==> src/sv/gbn_pkg.sv <==
// Package: constants, command type and slot arithmetic for the go-back-n sender window.
`timescale 1ns / 1ps
`default_nettype none
package gbn_pkg;

  localparam int WINDOW_MAX  = 8;
  localparam int SEQ_BITS    = 32;
  localparam int MAX_RESULTS = 8;
  localparam int QUEUE_DEPTH = 2;

  localparam int SLOT_BITS = (WINDOW_MAX > 1) ? $clog2(WINDOW_MAX) : 1;
  localparam int CNT_BITS  = $clog2(WINDOW_MAX + 1);
  localparam int QPTR_BITS = (QUEUE_DEPTH > 1) ? $clog2(QUEUE_DEPTH) : 1;
  localparam int QCNT_BITS = $clog2(QUEUE_DEPTH + 1);
  localparam int BURST_MAX = (MAX_RESULTS < WINDOW_MAX) ? MAX_RESULTS : WINDOW_MAX;

  localparam int PAY_BITS  = 32;
  localparam int OUT_BITS  = 32;
  localparam int TMR_BITS  = 16;
  localparam int WIN_BITS  = 4;
  localparam int CFG_BITS  = 16;
  localparam int CIDX_BITS = 1;

  localparam logic [WIN_BITS-1:0] WINDOW_RESET  = 4'd5;
  localparam logic [TMR_BITS-1:0] TIMEOUT_RESET = 16'd500;

  localparam logic [CIDX_BITS-1:0] REG_WINDOW_SIZE   = 1'd0;
  localparam logic [CIDX_BITS-1:0] REG_TIMEOUT_TICKS = 1'd1;

  localparam logic [1:0] OP_SEND = 2'd0;
  localparam logic [1:0] OP_ACK  = 2'd1;
  localparam logic [1:0] OP_TICK = 2'd2;

  localparam logic [2:0] KIND_NEW     = 3'd0;
  localparam logic [2:0] KIND_REFUSED = 3'd1;
  localparam logic [2:0] KIND_RETX    = 3'd2;
  localparam logic [2:0] KIND_ACK_OK  = 3'd3;
  localparam logic [2:0] KIND_ACK_IGN = 3'd4;

  typedef struct packed {
    logic                 burst;
    logic                 wr;
    logic [2:0]           kind;
    logic [SEQ_BITS-1:0]  seq;
    logic [PAY_BITS-1:0]  payload;
    logic [SEQ_BITS-1:0]  base;
    logic [SLOT_BITS-1:0] slot;
    logic [CNT_BITS-1:0]  cnt;
  } gbn_cmd_t;

  function automatic logic [SLOT_BITS-1:0] slot_add(input logic [SLOT_BITS-1:0] a,
                                                    input logic [CNT_BITS-1:0] b);
    logic [CNT_BITS:0] s;
    s = (CNT_BITS + 1)'(a) + (CNT_BITS + 1)'(b);
    if (s >= WINDOW_MAX) begin
      s = s - (CNT_BITS + 1)'(WINDOW_MAX);
    end
    return s[SLOT_BITS-1:0];
  endfunction

  function automatic logic [CNT_BITS-1:0] eff_window(input logic [WIN_BITS-1:0] w);
    logic [CNT_BITS-1:0] r;
    if (w == '0) begin
      r = CNT_BITS'(1);
    end else if (w > WINDOW_MAX) begin
      r = CNT_BITS'(WINDOW_MAX);
    end else begin
      r = CNT_BITS'(w);
    end
    return r;
  endfunction

endpackage
`default_nettype wire

==> src/sv/gbn_if.sv <==
// Interfaces: input, result and configuration channels.
`timescale 1ns / 1ps
`default_nettype none
interface gbn_in_if;
  logic                         valid;
  logic                         ready;
  logic [1:0]                   op;
  logic [gbn_pkg::PAY_BITS-1:0] payload_ref;
  logic [31:0]                  ack_seq;
  modport source (output valid, op, payload_ref, ack_seq, input ready);
  modport sink (input valid, op, payload_ref, ack_seq, output ready);
endinterface

interface gbn_out_if;
  logic                         valid;
  logic                         ready;
  logic [2:0]                   kind;
  logic [gbn_pkg::OUT_BITS-1:0] seq;
  logic [gbn_pkg::PAY_BITS-1:0] payload_out;
  logic [gbn_pkg::OUT_BITS-1:0] window_base;
  logic                         last;
  modport source (output valid, kind, seq, payload_out, window_base, last, input ready);
  modport sink (input valid, kind, seq, payload_out, window_base, last, output ready);
endinterface

interface gbn_cfg_if;
  logic                          valid;
  logic                          ready;
  logic [gbn_pkg::CIDX_BITS-1:0] index;
  logic [gbn_pkg::CFG_BITS-1:0]  data;
  modport source (output valid, index, data, input ready);
  modport sink (input valid, index, data, output ready);
endinterface
`default_nettype wire

==> src/sv/gbn_front.sv <==
// Front end: config registers, window and timer state, command classification.
`timescale 1ns / 1ps
`default_nettype none
module gbn_front (
  input  wire logic              clk,
  input  wire logic              rst_n,
  gbn_in_if.sink                 in_ch,
  gbn_cfg_if.sink                cfg_ch,
  input  wire logic              q_full,
  output logic                   push,
  output gbn_pkg::gbn_cmd_t      cmd
);

  logic [gbn_pkg::WIN_BITS-1:0]  window_r;
  logic [gbn_pkg::TMR_BITS-1:0]  timeout_r;
  logic [gbn_pkg::SEQ_BITS-1:0]  base_r, base_nxt;
  logic [gbn_pkg::SEQ_BITS-1:0]  next_r, next_nxt;
  logic [gbn_pkg::SLOT_BITS-1:0] bslot_r, bslot_nxt;
  logic [gbn_pkg::TMR_BITS-1:0]  tcount_r, tcount_nxt;
  logic                          trun_r, trun_nxt;

  logic                          accept;
  logic [gbn_pkg::SEQ_BITS-1:0]  outs_full;
  logic [gbn_pkg::CNT_BITS-1:0]  outs;
  logic [gbn_pkg::SEQ_BITS-1:0]  ack;
  logic [gbn_pkg::SEQ_BITS-1:0]  off;
  logic                          ack_ok;
  logic [gbn_pkg::CNT_BITS-1:0]  off_inc;
  logic [gbn_pkg::TMR_BITS-1:0]  limit;
  logic [gbn_pkg::TMR_BITS-1:0]  tcount_inc;

  assign in_ch.ready  = !q_full;
  assign cfg_ch.ready = 1'b1;
  assign accept       = in_ch.valid && in_ch.ready;

  assign outs_full  = next_r - base_r;
  assign outs       = outs_full[gbn_pkg::CNT_BITS-1:0];
  assign ack        = in_ch.ack_seq[gbn_pkg::SEQ_BITS-1:0];
  assign off        = ack - base_r;
  assign ack_ok     = off < gbn_pkg::SEQ_BITS'(outs);
  assign off_inc    = off[gbn_pkg::CNT_BITS-1:0] + gbn_pkg::CNT_BITS'(1);
  assign limit      = (timeout_r == '0) ? gbn_pkg::TMR_BITS'(1) : timeout_r;
  assign tcount_inc = tcount_r + gbn_pkg::TMR_BITS'(1);

  always_comb begin
    base_nxt   = base_r;
    next_nxt   = next_r;
    bslot_nxt  = bslot_r;
    tcount_nxt = tcount_r;
    trun_nxt   = trun_r;
    push       = 1'b0;
    cmd        = '0;
    cmd.base   = base_r;
    cmd.seq    = next_r;
    cmd.cnt    = gbn_pkg::CNT_BITS'(1);
    case (in_ch.op)
      gbn_pkg::OP_SEND: begin
        push        = accept;
        cmd.payload = in_ch.payload_ref;
        if (outs < gbn_pkg::eff_window(window_r)) begin
          cmd.kind = gbn_pkg::KIND_NEW;
          cmd.wr   = 1'b1;
          cmd.slot = gbn_pkg::slot_add(bslot_r, outs);
          next_nxt = next_r + gbn_pkg::SEQ_BITS'(1);
          if (outs == '0) begin
            tcount_nxt = '0;
            trun_nxt   = 1'b1;
          end
        end else begin
          cmd.kind = gbn_pkg::KIND_REFUSED;
        end
      end
      gbn_pkg::OP_ACK: begin
        push    = accept;
        cmd.seq = ack;
        if (ack_ok) begin
          base_nxt   = ack + gbn_pkg::SEQ_BITS'(1);
          bslot_nxt  = gbn_pkg::slot_add(bslot_r, off_inc);
          tcount_nxt = '0;
          trun_nxt   = (base_nxt != next_r);
          cmd.kind   = gbn_pkg::KIND_ACK_OK;
          cmd.base   = base_nxt;
        end else begin
          cmd.kind = gbn_pkg::KIND_ACK_IGN;
        end
      end
      gbn_pkg::OP_TICK: begin
        if (trun_r) begin
          if (outs == '0) begin
            trun_nxt   = 1'b0;
            tcount_nxt = '0;
          end else if (tcount_inc < limit) begin
            tcount_nxt = tcount_inc;
          end else begin
            tcount_nxt = '0;
            push       = accept;
            cmd.burst  = 1'b1;
            cmd.kind   = gbn_pkg::KIND_RETX;
            cmd.seq    = base_r;
            cmd.slot   = bslot_r;
            cmd.cnt    = (outs > gbn_pkg::BURST_MAX) ?
                         gbn_pkg::CNT_BITS'(gbn_pkg::BURST_MAX) : outs;
          end
        end
      end
      default: begin
        push = 1'b0;
      end
    endcase
  end

  always_ff @(posedge clk) begin
    if (!rst_n) begin
      window_r  <= gbn_pkg::WINDOW_RESET;
      timeout_r <= gbn_pkg::TIMEOUT_RESET;
      base_r    <= '0;
      next_r    <= '0;
      bslot_r   <= '0;
      tcount_r  <= '0;
      trun_r    <= 1'b0;
    end else begin
      if (cfg_ch.valid && cfg_ch.ready) begin
        case (cfg_ch.index)
          gbn_pkg::REG_WINDOW_SIZE:   window_r  <= cfg_ch.data[gbn_pkg::WIN_BITS-1:0];
          gbn_pkg::REG_TIMEOUT_TICKS: timeout_r <= cfg_ch.data[gbn_pkg::TMR_BITS-1:0];
          default: begin
          end
        endcase
      end
      if (accept) begin
        base_r   <= base_nxt;
        next_r   <= next_nxt;
        bslot_r  <= bslot_nxt;
        tcount_r <= tcount_nxt;
        trun_r   <= trun_nxt;
      end
    end
  end

endmodule
`default_nettype wire

==> src/sv/gbn_queue.sv <==
// Command queue between front end and back end.
`timescale 1ns / 1ps
`default_nettype none
module gbn_queue (
  input  wire logic              clk,
  input  wire logic              rst_n,
  input  wire logic              push,
  input  gbn_pkg::gbn_cmd_t      push_cmd,
  output logic                   full,
  output logic                   cmd_valid,
  output gbn_pkg::gbn_cmd_t      cmd,
  input  wire logic              pop
);

  gbn_pkg::gbn_cmd_t             q_r [gbn_pkg::QUEUE_DEPTH];
  logic [gbn_pkg::QPTR_BITS-1:0] wr_ptr_r, wr_ptr_nxt;
  logic [gbn_pkg::QPTR_BITS-1:0] rd_ptr_r, rd_ptr_nxt;
  logic [gbn_pkg::QCNT_BITS-1:0] count_r, count_nxt;
  logic                          do_push, do_pop;

  assign full      = (count_r == gbn_pkg::QCNT_BITS'(gbn_pkg::QUEUE_DEPTH));
  assign cmd_valid = (count_r != '0);
  assign cmd       = q_r[rd_ptr_r];
  assign do_push   = push && !full;
  assign do_pop    = pop && cmd_valid;

  always_comb begin
    wr_ptr_nxt = wr_ptr_r;
    rd_ptr_nxt = rd_ptr_r;
    count_nxt  = count_r;
    if (do_push) begin
      wr_ptr_nxt = (wr_ptr_r == gbn_pkg::QPTR_BITS'(gbn_pkg::QUEUE_DEPTH - 1)) ?
                   '0 : wr_ptr_r + gbn_pkg::QPTR_BITS'(1);
    end
    if (do_pop) begin
      rd_ptr_nxt = (rd_ptr_r == gbn_pkg::QPTR_BITS'(gbn_pkg::QUEUE_DEPTH - 1)) ?
                   '0 : rd_ptr_r + gbn_pkg::QPTR_BITS'(1);
    end
    if (do_push && !do_pop) begin
      count_nxt = count_r + gbn_pkg::QCNT_BITS'(1);
    end else if (do_pop && !do_push) begin
      count_nxt = count_r - gbn_pkg::QCNT_BITS'(1);
    end
  end

  always_ff @(posedge clk) begin
    if (!rst_n) begin
      wr_ptr_r <= '0;
      rd_ptr_r <= '0;
      count_r  <= '0;
    end else begin
      wr_ptr_r <= wr_ptr_nxt;
      rd_ptr_r <= rd_ptr_nxt;
      count_r  <= count_nxt;
    end
  end

  always_ff @(posedge clk) begin
    if (do_push) begin
      q_r[wr_ptr_r] <= push_cmd;
    end
  end

endmodule
`default_nettype wire

==> src/sv/gbn_back.sv <==
// Back end: payload store, result register and retransmit burst sequencer.
`timescale 1ns / 1ps
`default_nettype none
module gbn_back (
  input  wire logic              clk,
  input  wire logic              rst_n,
  input  wire logic              cmd_valid,
  input  gbn_pkg::gbn_cmd_t      cmd,
  output logic                   pop,
  gbn_out_if.source              out_ch
);

  localparam logic [1:0] ST_IDLE = 2'd0;
  localparam logic [1:0] ST_READ = 2'd1;
  localparam logic [1:0] ST_EMIT = 2'd2;

  logic [gbn_pkg::PAY_BITS-1:0]  store_r [gbn_pkg::WINDOW_MAX];
  logic [gbn_pkg::PAY_BITS-1:0]  rd_data_r;

  logic [1:0]                    state_r, state_nxt;
  logic [gbn_pkg::SEQ_BITS-1:0]  bseq_r;
  logic [gbn_pkg::SEQ_BITS-1:0]  bbase_r;
  logic [gbn_pkg::SLOT_BITS-1:0] bslot_r;
  logic [gbn_pkg::CNT_BITS-1:0]  cnt_r;
  logic [gbn_pkg::CNT_BITS-1:0]  idx_r, idx_nxt;

  logic                          ovalid_r, ovalid_nxt;
  logic [2:0]                    kind_r;
  logic [gbn_pkg::OUT_BITS-1:0]  seq_r;
  logic [gbn_pkg::PAY_BITS-1:0]  pay_r;
  logic [gbn_pkg::OUT_BITS-1:0]  base_r;
  logic                          last_r;

  logic                          out_free;
  logic                          emit;
  logic                          burst_last;

  assign out_ch.valid       = ovalid_r;
  assign out_ch.kind        = kind_r;
  assign out_ch.seq         = seq_r;
  assign out_ch.payload_out = pay_r;
  assign out_ch.window_base = base_r;
  assign out_ch.last        = last_r;

  assign out_free   = !ovalid_r || out_ch.ready;
  assign pop        = (state_r == ST_IDLE) && cmd_valid && (cmd.burst || out_free);
  assign emit       = (state_r == ST_EMIT) && out_free;
  assign burst_last = (idx_r + gbn_pkg::CNT_BITS'(1)) == cnt_r;

  always_comb begin
    state_nxt  = state_r;
    idx_nxt    = idx_r;
    ovalid_nxt = ovalid_r && !out_ch.ready;
    case (state_r)
      ST_IDLE: begin
        if (pop) begin
          if (cmd.burst) begin
            state_nxt = ST_READ;
            idx_nxt   = '0;
          end else begin
            ovalid_nxt = 1'b1;
          end
        end
      end
      ST_READ: begin
        state_nxt = ST_EMIT;
      end
      ST_EMIT: begin
        if (out_free) begin
          ovalid_nxt = 1'b1;
          idx_nxt    = idx_r + gbn_pkg::CNT_BITS'(1);
          state_nxt  = burst_last ? ST_IDLE : ST_READ;
        end
      end
      default: begin
        state_nxt = ST_IDLE;
      end
    endcase
  end

  always_ff @(posedge clk) begin
    if (!rst_n) begin
      state_r  <= ST_IDLE;
      ovalid_r <= 1'b0;
      idx_r    <= '0;
    end else begin
      state_r  <= state_nxt;
      ovalid_r <= ovalid_nxt;
      idx_r    <= idx_nxt;
    end
  end

  always_ff @(posedge clk) begin
    if (pop && cmd.burst) begin
      bseq_r  <= cmd.seq;
      bbase_r <= cmd.base;
      bslot_r <= cmd.slot;
      cnt_r   <= cmd.cnt;
    end
    if (pop && !cmd.burst) begin
      kind_r <= cmd.kind;
      seq_r  <= gbn_pkg::OUT_BITS'(cmd.seq);
      pay_r  <= cmd.payload;
      base_r <= gbn_pkg::OUT_BITS'(cmd.base);
      last_r <= 1'b1;
    end else if (emit) begin
      kind_r <= gbn_pkg::KIND_RETX;
      seq_r  <= gbn_pkg::OUT_BITS'(bseq_r + gbn_pkg::SEQ_BITS'(idx_r));
      pay_r  <= rd_data_r;
      base_r <= gbn_pkg::OUT_BITS'(bbase_r);
      last_r <= burst_last;
    end
  end

  always_ff @(posedge clk) begin
    if (pop && !cmd.burst && cmd.wr) begin
      store_r[cmd.slot] <= cmd.payload;
    end
    if (state_r == ST_READ) begin
      rd_data_r <= store_r[gbn_pkg::slot_add(bslot_r, idx_r)];
    end
  end

`ifndef SYNTHESIS
  a_burst_index: assert property (@(posedge clk) disable iff (!rst_n)
    (state_r != ST_IDLE) |-> (cnt_r != '0) && (idx_r < cnt_r))
    else $error("burst index out of range");
  a_nonlast_retx: assert property (@(posedge clk) disable iff (!rst_n)
    (ovalid_r && !last_r) |-> (kind_r == gbn_pkg::KIND_RETX))
    else $error("only retransmits may continue a result sequence");
  a_emit_ends_burst: assert property (@(posedge clk) disable iff (!rst_n)
    (emit && burst_last) |=> (state_r == ST_IDLE) && ovalid_r && last_r)
    else $error("burst did not close with a last result");
`endif

endmodule
`default_nettype wire

==> src/sv/go_back_n_sender_window.sv <==
// Top level: go-back-n sender window, front end, command queue and back end.
// A send or ack result passes through the command queue and is then held in the result register.
// Throughput: one send or ack transaction per cycle while the command queue has room; a
// timeout emits up to eight retransmits, each after a registered read of the payload store.
// Input stalls while the two-entry command queue is full.
// Reset (rst_n low, synchronous) clears window and timer state and restores
// window_size 5 and timeout_ticks 500; the payload store is not cleared.
`timescale 1ns / 1ps
`default_nettype none
module go_back_n_sender_window (
  input  wire logic clk,
  input  wire logic rst_n,
  gbn_in_if.sink    in_ch,
  gbn_out_if.source out_ch,
  gbn_cfg_if.sink   cfg_ch
);

  logic              q_full;
  logic              push;
  gbn_pkg::gbn_cmd_t push_cmd;
  logic              cmd_valid;
  gbn_pkg::gbn_cmd_t cmd;
  logic              pop;

  gbn_front u_front (
    .clk    (clk),
    .rst_n  (rst_n),
    .in_ch  (in_ch),
    .cfg_ch (cfg_ch),
    .q_full (q_full),
    .push   (push),
    .cmd    (push_cmd)
  );

  gbn_queue u_queue (
    .clk       (clk),
    .rst_n     (rst_n),
    .push      (push),
    .push_cmd  (push_cmd),
    .full      (q_full),
    .cmd_valid (cmd_valid),
    .cmd       (cmd),
    .pop       (pop)
  );

  gbn_back u_back (
    .clk       (clk),
    .rst_n     (rst_n),
    .cmd_valid (cmd_valid),
    .cmd       (cmd),
    .pop       (pop),
    .out_ch    (out_ch)
  );

endmodule
`default_nettype wire

==> src/flat_wrapper.sv <==
// flat-port wrapper written by rule: the top's interface ports become plain ports
module go_back_n_sender_window_flat 
  (clk, rst_n, in_ch_valid, in_ch_op, in_ch_payload_ref, in_ch_ack_seq, in_ch_ready, out_ch_valid, out_ch_kind, out_ch_seq, out_ch_payload_out, out_ch_window_base, out_ch_last, out_ch_ready, cfg_ch_valid, cfg_ch_index, cfg_ch_data, cfg_ch_ready);
  gbn_in_if in_ch_i ();
  gbn_out_if out_ch_i ();
  gbn_cfg_if cfg_ch_i ();
  input  wire logic clk;
  input  wire logic rst_n;
  input wire logic [$bits(in_ch_i.valid)-1:0] in_ch_valid;
  input wire logic [$bits(in_ch_i.op)-1:0] in_ch_op;
  input wire logic [$bits(in_ch_i.payload_ref)-1:0] in_ch_payload_ref;
  input wire logic [$bits(in_ch_i.ack_seq)-1:0] in_ch_ack_seq;
  output wire logic [$bits(in_ch_i.ready)-1:0] in_ch_ready;
  output wire logic [$bits(out_ch_i.valid)-1:0] out_ch_valid;
  output wire logic [$bits(out_ch_i.kind)-1:0] out_ch_kind;
  output wire logic [$bits(out_ch_i.seq)-1:0] out_ch_seq;
  output wire logic [$bits(out_ch_i.payload_out)-1:0] out_ch_payload_out;
  output wire logic [$bits(out_ch_i.window_base)-1:0] out_ch_window_base;
  output wire logic [$bits(out_ch_i.last)-1:0] out_ch_last;
  input wire logic [$bits(out_ch_i.ready)-1:0] out_ch_ready;
  input wire logic [$bits(cfg_ch_i.valid)-1:0] cfg_ch_valid;
  input wire logic [$bits(cfg_ch_i.index)-1:0] cfg_ch_index;
  input wire logic [$bits(cfg_ch_i.data)-1:0] cfg_ch_data;
  output wire logic [$bits(cfg_ch_i.ready)-1:0] cfg_ch_ready;
  assign in_ch_i.valid = in_ch_valid;
  assign in_ch_i.op = in_ch_op;
  assign in_ch_i.payload_ref = in_ch_payload_ref;
  assign in_ch_i.ack_seq = in_ch_ack_seq;
  assign in_ch_ready = in_ch_i.ready;
  assign out_ch_valid = out_ch_i.valid;
  assign out_ch_kind = out_ch_i.kind;
  assign out_ch_seq = out_ch_i.seq;
  assign out_ch_payload_out = out_ch_i.payload_out;
  assign out_ch_window_base = out_ch_i.window_base;
  assign out_ch_last = out_ch_i.last;
  assign out_ch_i.ready = out_ch_ready;
  assign cfg_ch_i.valid = cfg_ch_valid;
  assign cfg_ch_i.index = cfg_ch_index;
  assign cfg_ch_i.data = cfg_ch_data;
  assign cfg_ch_ready = cfg_ch_i.ready;
  go_back_n_sender_window u_core (.clk(clk), .rst_n(rst_n), .in_ch(in_ch_i), .out_ch(out_ch_i), .cfg_ch(cfg_ch_i));
endmodule
==> config.mk <==
export PLATFORM = sky130hd
export DESIGN_NAME = go_back_n_sender_window_flat
export DESIGN_NICKNAME = d
export VERILOG_FILES = /design/src/sv/gbn_pkg.sv /design/src/sv/gbn_if.sv /design/src/sv/gbn_front.sv /design/src/sv/gbn_queue.sv /design/src/sv/gbn_back.sv /design/src/sv/go_back_n_sender_window.sv /design/src/flat_wrapper.sv
export SDC_FILE = /design/constraint.sdc
export NUM_CORES = 1
export LEC_CHECK = 0
export BUFFER_PORTS_ARGS = -buffer_cell sky130_fd_sc_hd__buf_4
export CELL_PAD_IN_SITES_DETAIL_PLACEMENT = 1
export CELL_PAD_IN_SITES_GLOBAL_PLACEMENT = 1
export CORE_AREA = 2 2 367 296
export DETAILED_ROUTE_END_ITERATION = 10
export DIE_AREA = 0 0 369 298
export PLACE_DENSITY = 0.64
export SYNTH_ARGS = -nofsm -noshare
export SYNTH_HDL_FRONTEND = slang
export SYNTH_HIERARCHICAL = 1
export SYNTH_SLANG_ARGS = --single-unit
==> constraint.sdc <==
create_clock -name clk -period 23.7 [get_ports clk]
set_input_delay 5.925 -clock clk [delete_from_list [all_inputs] [get_ports clk]]
set_output_delay 5.925 -clock clk [all_outputs]
set_load 0.01 [all_outputs]
==> parameters.txt <==
Parameter                              Value

Finish
  Most common library cell in the layout ignoring fill and taps    sky130_fd_sc_hd__edfxtp_1
  Commonest cells after routing, fill and taps aside    sky130_fd_sc_hd__edfxtp_1, sky130_fd_sc_hd__nand2_1, sky130_fd_sc_hd__buf_4, sky130_fd_sc_hd__mux2_2, sky130_fd_sc_hd__dfxtp_1
  Summed area of non-filler cells in the final layout    0.0425 sq mm
  Layout Nets    roughly 3,100
  Ratio of cells with drive above 1 in the final layout    0.175
  Area grow syn2layout    14.8%

Drt
  Average detailed-routed wire length per instance    24.6 um
  Count of unresolved DRC violations after routing    0
  Total wirelength of the detailed-routed design    109,000 um
  Number of nets still failing antenna checks after routing    0
  Via density per instance    5.34
  Number of vias after detailed routing    between 20,000 and 25,000
  Initial DRC Count    1,745
  Number of iterations in the first detailed-routing pass    6

Yosys
  #FFs+latches synth    a little under 800
  Yosys synthesis warning count    6
  Async S/R FF share, synth    0
  Most used flip-flop cell after synthesis    sky130_fd_sc_hd__edfxtp_1
  Count of cell types in the netlist    85
  Xor and xnor fraction of the mapped netlist area    0.0364
  Cell accounting for the most synthesized area    sky130_fd_sc_hd__edfxtp_1
  Sequential share of the synthesized area    0.610
  Post-synthesis share of cell area spent on full adders, half adders and majority gates    0.0279
  Compound-Gate Fraction of Synth Area    0.0677
  Count of mapped cells out of synthesis    approximately 2,800
  Post-synthesis share of cell area spent on and, or, nand and nor gates    0.115
  EDFF count, synth    just under 700
  Post-synthesis net count    around 3,000
  Cell area after synthesis    between 0.03 and 0.04 sq mm
  Fraction of synthesized area in multiplexers    0.114
  Combinational family with the most area after synthesis    simple AND/OR/NAND/NOR gates
  Cells taking the most area after synthesis    sky130_fd_sc_hd__edfxtp_1, sky130_fd_sc_hd__dfxtp_1, sky130_fd_sc_hd__mux4_1
  Fraction of synthesized cell area taken by the top area cell type    0.547
  Mean instance size in the synthesized netlist    13.2 sq um

Setup path
  Launching element type of the critical path    input pin
  Destination of the worst register-to-register timing path    u_core/u_queue/q_r[1][86]
  Start point of the critical path    in_ch_ack_seq[0]
  Number of cells traversed by the worst register-to-register path    20
  Arrival time of the worst setup path    10.31 ns
  Biggest fanout along the worst timing path    27
  CP Capture Type    register
  Reg-to-reg critical path startpoint    u_core/u_front/tcount_r[2]
  Required time at the worst-slack endpoint    24.06 ns
  Register-to-register setup slack    16.67 ns
  Kind of critical path    input pin to register

Min path
  Cell count of the worst hold path    2
  Endpoint of the worst hold path    u_core/u_front/base_r[4]
  Worst min path class    register to register
  Source of the worst hold timing path    u_core/u_front/base_r[4]

Clock tree
  Clock Latency Late Sink    around 0.65 ns
  Htree depth    3
  Maximum buffer depth of the clock tree    3
  Cell chosen for the clock root    sky130_fd_sc_hd__clkbuf_16
  Clock slew at the register clock pins of the worst setup and hold paths    0.06 ns
  Post-CTS Repair Setup Buffers    0
  Number of buffers created by CTS    84
  Clock tree from TritonCTS    done
  Hold-fix buffers at CTS    0
  Total clock sinks    791
  Number of gates resized after CTS    0

Floorplanning
  Die Height    298 um
  Starting utilization of the core area    0.349
  Die footprint    about 0.11 sq mm
  Rows    roughly 110
  Area of the placeable core    0.106 sq mm
  Width of the chip    369 um
  Number of primary I/O pins    191

Placement
  Weighted congestion at the end of routability-driven global placement    0.902
  Count of input and output buffers    between 150 and 200
  HPWL after DPL    75,100 um
  Post-place instance area    0.0398 sq mm

Timing
  Highest Clock Rate    just over 100 MHz
  Worst clock skew on the final layout    slightly below 0.04 ns
  Unrepaired setup endpoints after global routing    false
  Finish-stage setup viols    0
  Rel. slew slack    0.232
  Max-slew violation count    0
  Time the final worst path needs with I/O delays and setup    about 9.9 ns
  Worst Tran Pin Value    around 1.2 ns
  Total Negative Setup Slacks    0 ns
  Final hold violation count    0
  Share of the clock period used by the worst path    0.420

Global routing
  GR Overflow Total    0
  Vias in the first global route    25,000
  Global-route wire length before repair    between 150,000 and 200,000 um
  Number of antenna violations at the first check in global routing    7
  Maximum number of pins on one net before global-route repair    96
  All-layer global routing usage    0.197

Power
  Lkg Pwr    0.0151 uW
  Highest ir drop seen on vdd    0.0599 mV
  Power density over the cells    91.6 mW/mm^2

Outcome
  Status    finished, final reports clean

Job
  Reported max-cap violation count    0
[state kept, by name, indices dropped and copies added (netlist names), 16 cells and up, named ones only]
signal and count:
u_core/u_front/tcount_r 16, u_core/u_back/bseq_r 32, u_core/u_front/next_r 32, u_core/u_front/base_r 32, u_core/u_back/out_ch.payload_out 32, u_core/u_back/bbase_r 32, u_core/u_front/timeout_r 16, u_core/u_queue/q_r 216
u_core/u_back/store_r 256, u_core/u_back/out_ch.seq 32, u_core/u_back/out_ch.window_base 32, u_core/u_back/rd_data_r 32
[cell families (layout without fill, tap and decap cells)]
family | Yosys count | count (layout)
and+or+nand+nor | 880 | 880
xor gates and xnor gates | 151 | 151
buffers and inverters | 239 | 466
AOI/OAI and AO/OA | 374 | 374
muxes | 286 | 286
DFF | 791 | 791
other | 1 | 4
adders and majority gates | 79 | 79
[final cells by class]
type	count	area [sq um]
antenna	3	7.51
fill	11000	63500
clock buffer	112	2240
timing repair buffer	224	1680
sequential	791	22600
multi-input combinational	1771	13400
inverter	88	330
tap	1417	1770
clock inverter	42	447
[worst max-delay path, stage by stage]
cell                        delay (ns)
sky130_fd_sc_hd__buf_4            0.15
sky130_fd_sc_hd__inv_1            0.07
sky130_fd_sc_hd__ha_1             0.23
sky130_fd_sc_hd__fa_1             0.41
sky130_fd_sc_hd__nor2b_1          0.21
sky130_fd_sc_hd__o2111ai_1        0.21
sky130_fd_sc_hd__a41oi_1          0.30
sky130_fd_sc_hd__o2111ai_1        0.20
sky130_fd_sc_hd__a2111o_1         0.42
sky130_fd_sc_hd__or4b_4           0.53
sky130_fd_sc_hd__nor4_4           0.35
sky130_fd_sc_hd__and3_4           0.31
sky130_fd_sc_hd__nand2_2          0.20
sky130_fd_sc_hd__buf_4            0.38
sky130_fd_sc_hd__mux2_4           0.37
[through the flow]
stage	hold WS, ns	setup slack (ns)	instances	total power (uW)	utilization
3_5_place_dp	0.454	13.18	4291	2650	0.375
3_3_place_gp	0.441	13.23	4291	2630	0.375
2_1_floorplan	0.435	11.83	2801	2320	-
6_report	0.462	13.75	4448	3890	0.401
5_1_grt	0.478	13.52	4445	4070	0.401
4_1_cts	0.463	13.84	4445	3950	0.401
[power breakdown]
part           internal [uW]  switching (uW)  leakage, uW
clock network            720             564      0.00129
registers               1750            72.1      0.00713
logic                    294             491      0.00669
[Yosys cell counts (11+ instances only)]
library cell,n
sky130_fd_sc_hd__a22o_1,34
sky130_fd_sc_hd__mux4_1,64
sky130_fd_sc_hd__nand2b_1,32
sky130_fd_sc_hd__o22ai_1,11
sky130_fd_sc_hd__a21oi_1,57
sky130_fd_sc_hd__a21boi_0,18
sky130_fd_sc_hd__nor2_1,78
sky130_fd_sc_hd__nand4_1,45
sky130_fd_sc_hd__buf_2,30
sky130_fd_sc_hd__o21ai_0,107
sky130_fd_sc_hd__ha_1,73
sky130_fd_sc_hd__o211ai_1,22
sky130_fd_sc_hd__xor2_1,83
sky130_fd_sc_hd__mux2_4,30
sky130_fd_sc_hd__edfxtp_1,674
sky130_fd_sc_hd__nor4_1,13
sky130_fd_sc_hd__nor2b_1,16
sky130_fd_sc_hd__and2_1,74
sky130_fd_sc_hd__or3_1,12
sky130_fd_sc_hd__clkbuf_1,98
sky130_fd_sc_hd__nor3_1,26
sky130_fd_sc_hd__o21a_1,15
sky130_fd_sc_hd__xnor2_1,66
sky130_fd_sc_hd__and4_1,12
sky130_fd_sc_hd__mux2i_1,67
sky130_fd_sc_hd__inv_1,88
sky130_fd_sc_hd__dfxtp_1,117
sky130_fd_sc_hd__a21o_1,12
sky130_fd_sc_hd__nand4b_1,12
sky130_fd_sc_hd__and3_1,38
sky130_fd_sc_hd__o2111ai_1,18
sky130_fd_sc_hd__nand3_1,64
sky130_fd_sc_hd__mux2_2,125
sky130_fd_sc_hd__buf_6,13
sky130_fd_sc_hd__nand2_1,428
[layer usage]
layer	wire (um)	GRT usage
met3	5530	0.0319
met1	51100	0.280
met5	37	0
met2	49900	0.309
met4	2810	0.0552
[worst max-delay path by stage]
| stage | endpoint | slack, ns | cells after the start |
|---|---|---|---|
| after floorplan | u_core/u_queue/q_r[0][0] | 11.83 | 8 |
| after global placement | u_core/u_queue/q_r[0][26] | 13.23 | 15 |
| after detailed placement | u_core/u_queue/q_r[0][26] | 13.18 | 15 |
| after CTS | u_core/u_queue/q_r[1][25] | 13.84 | 15 |
| after global routing | u_core/u_queue/q_r[1][25] | 13.52 | 15 |
| final | u_core/u_queue/q_r[1][25] | 13.75 | 15 |
Note: power is estimated with default switching activity, not from simulation.
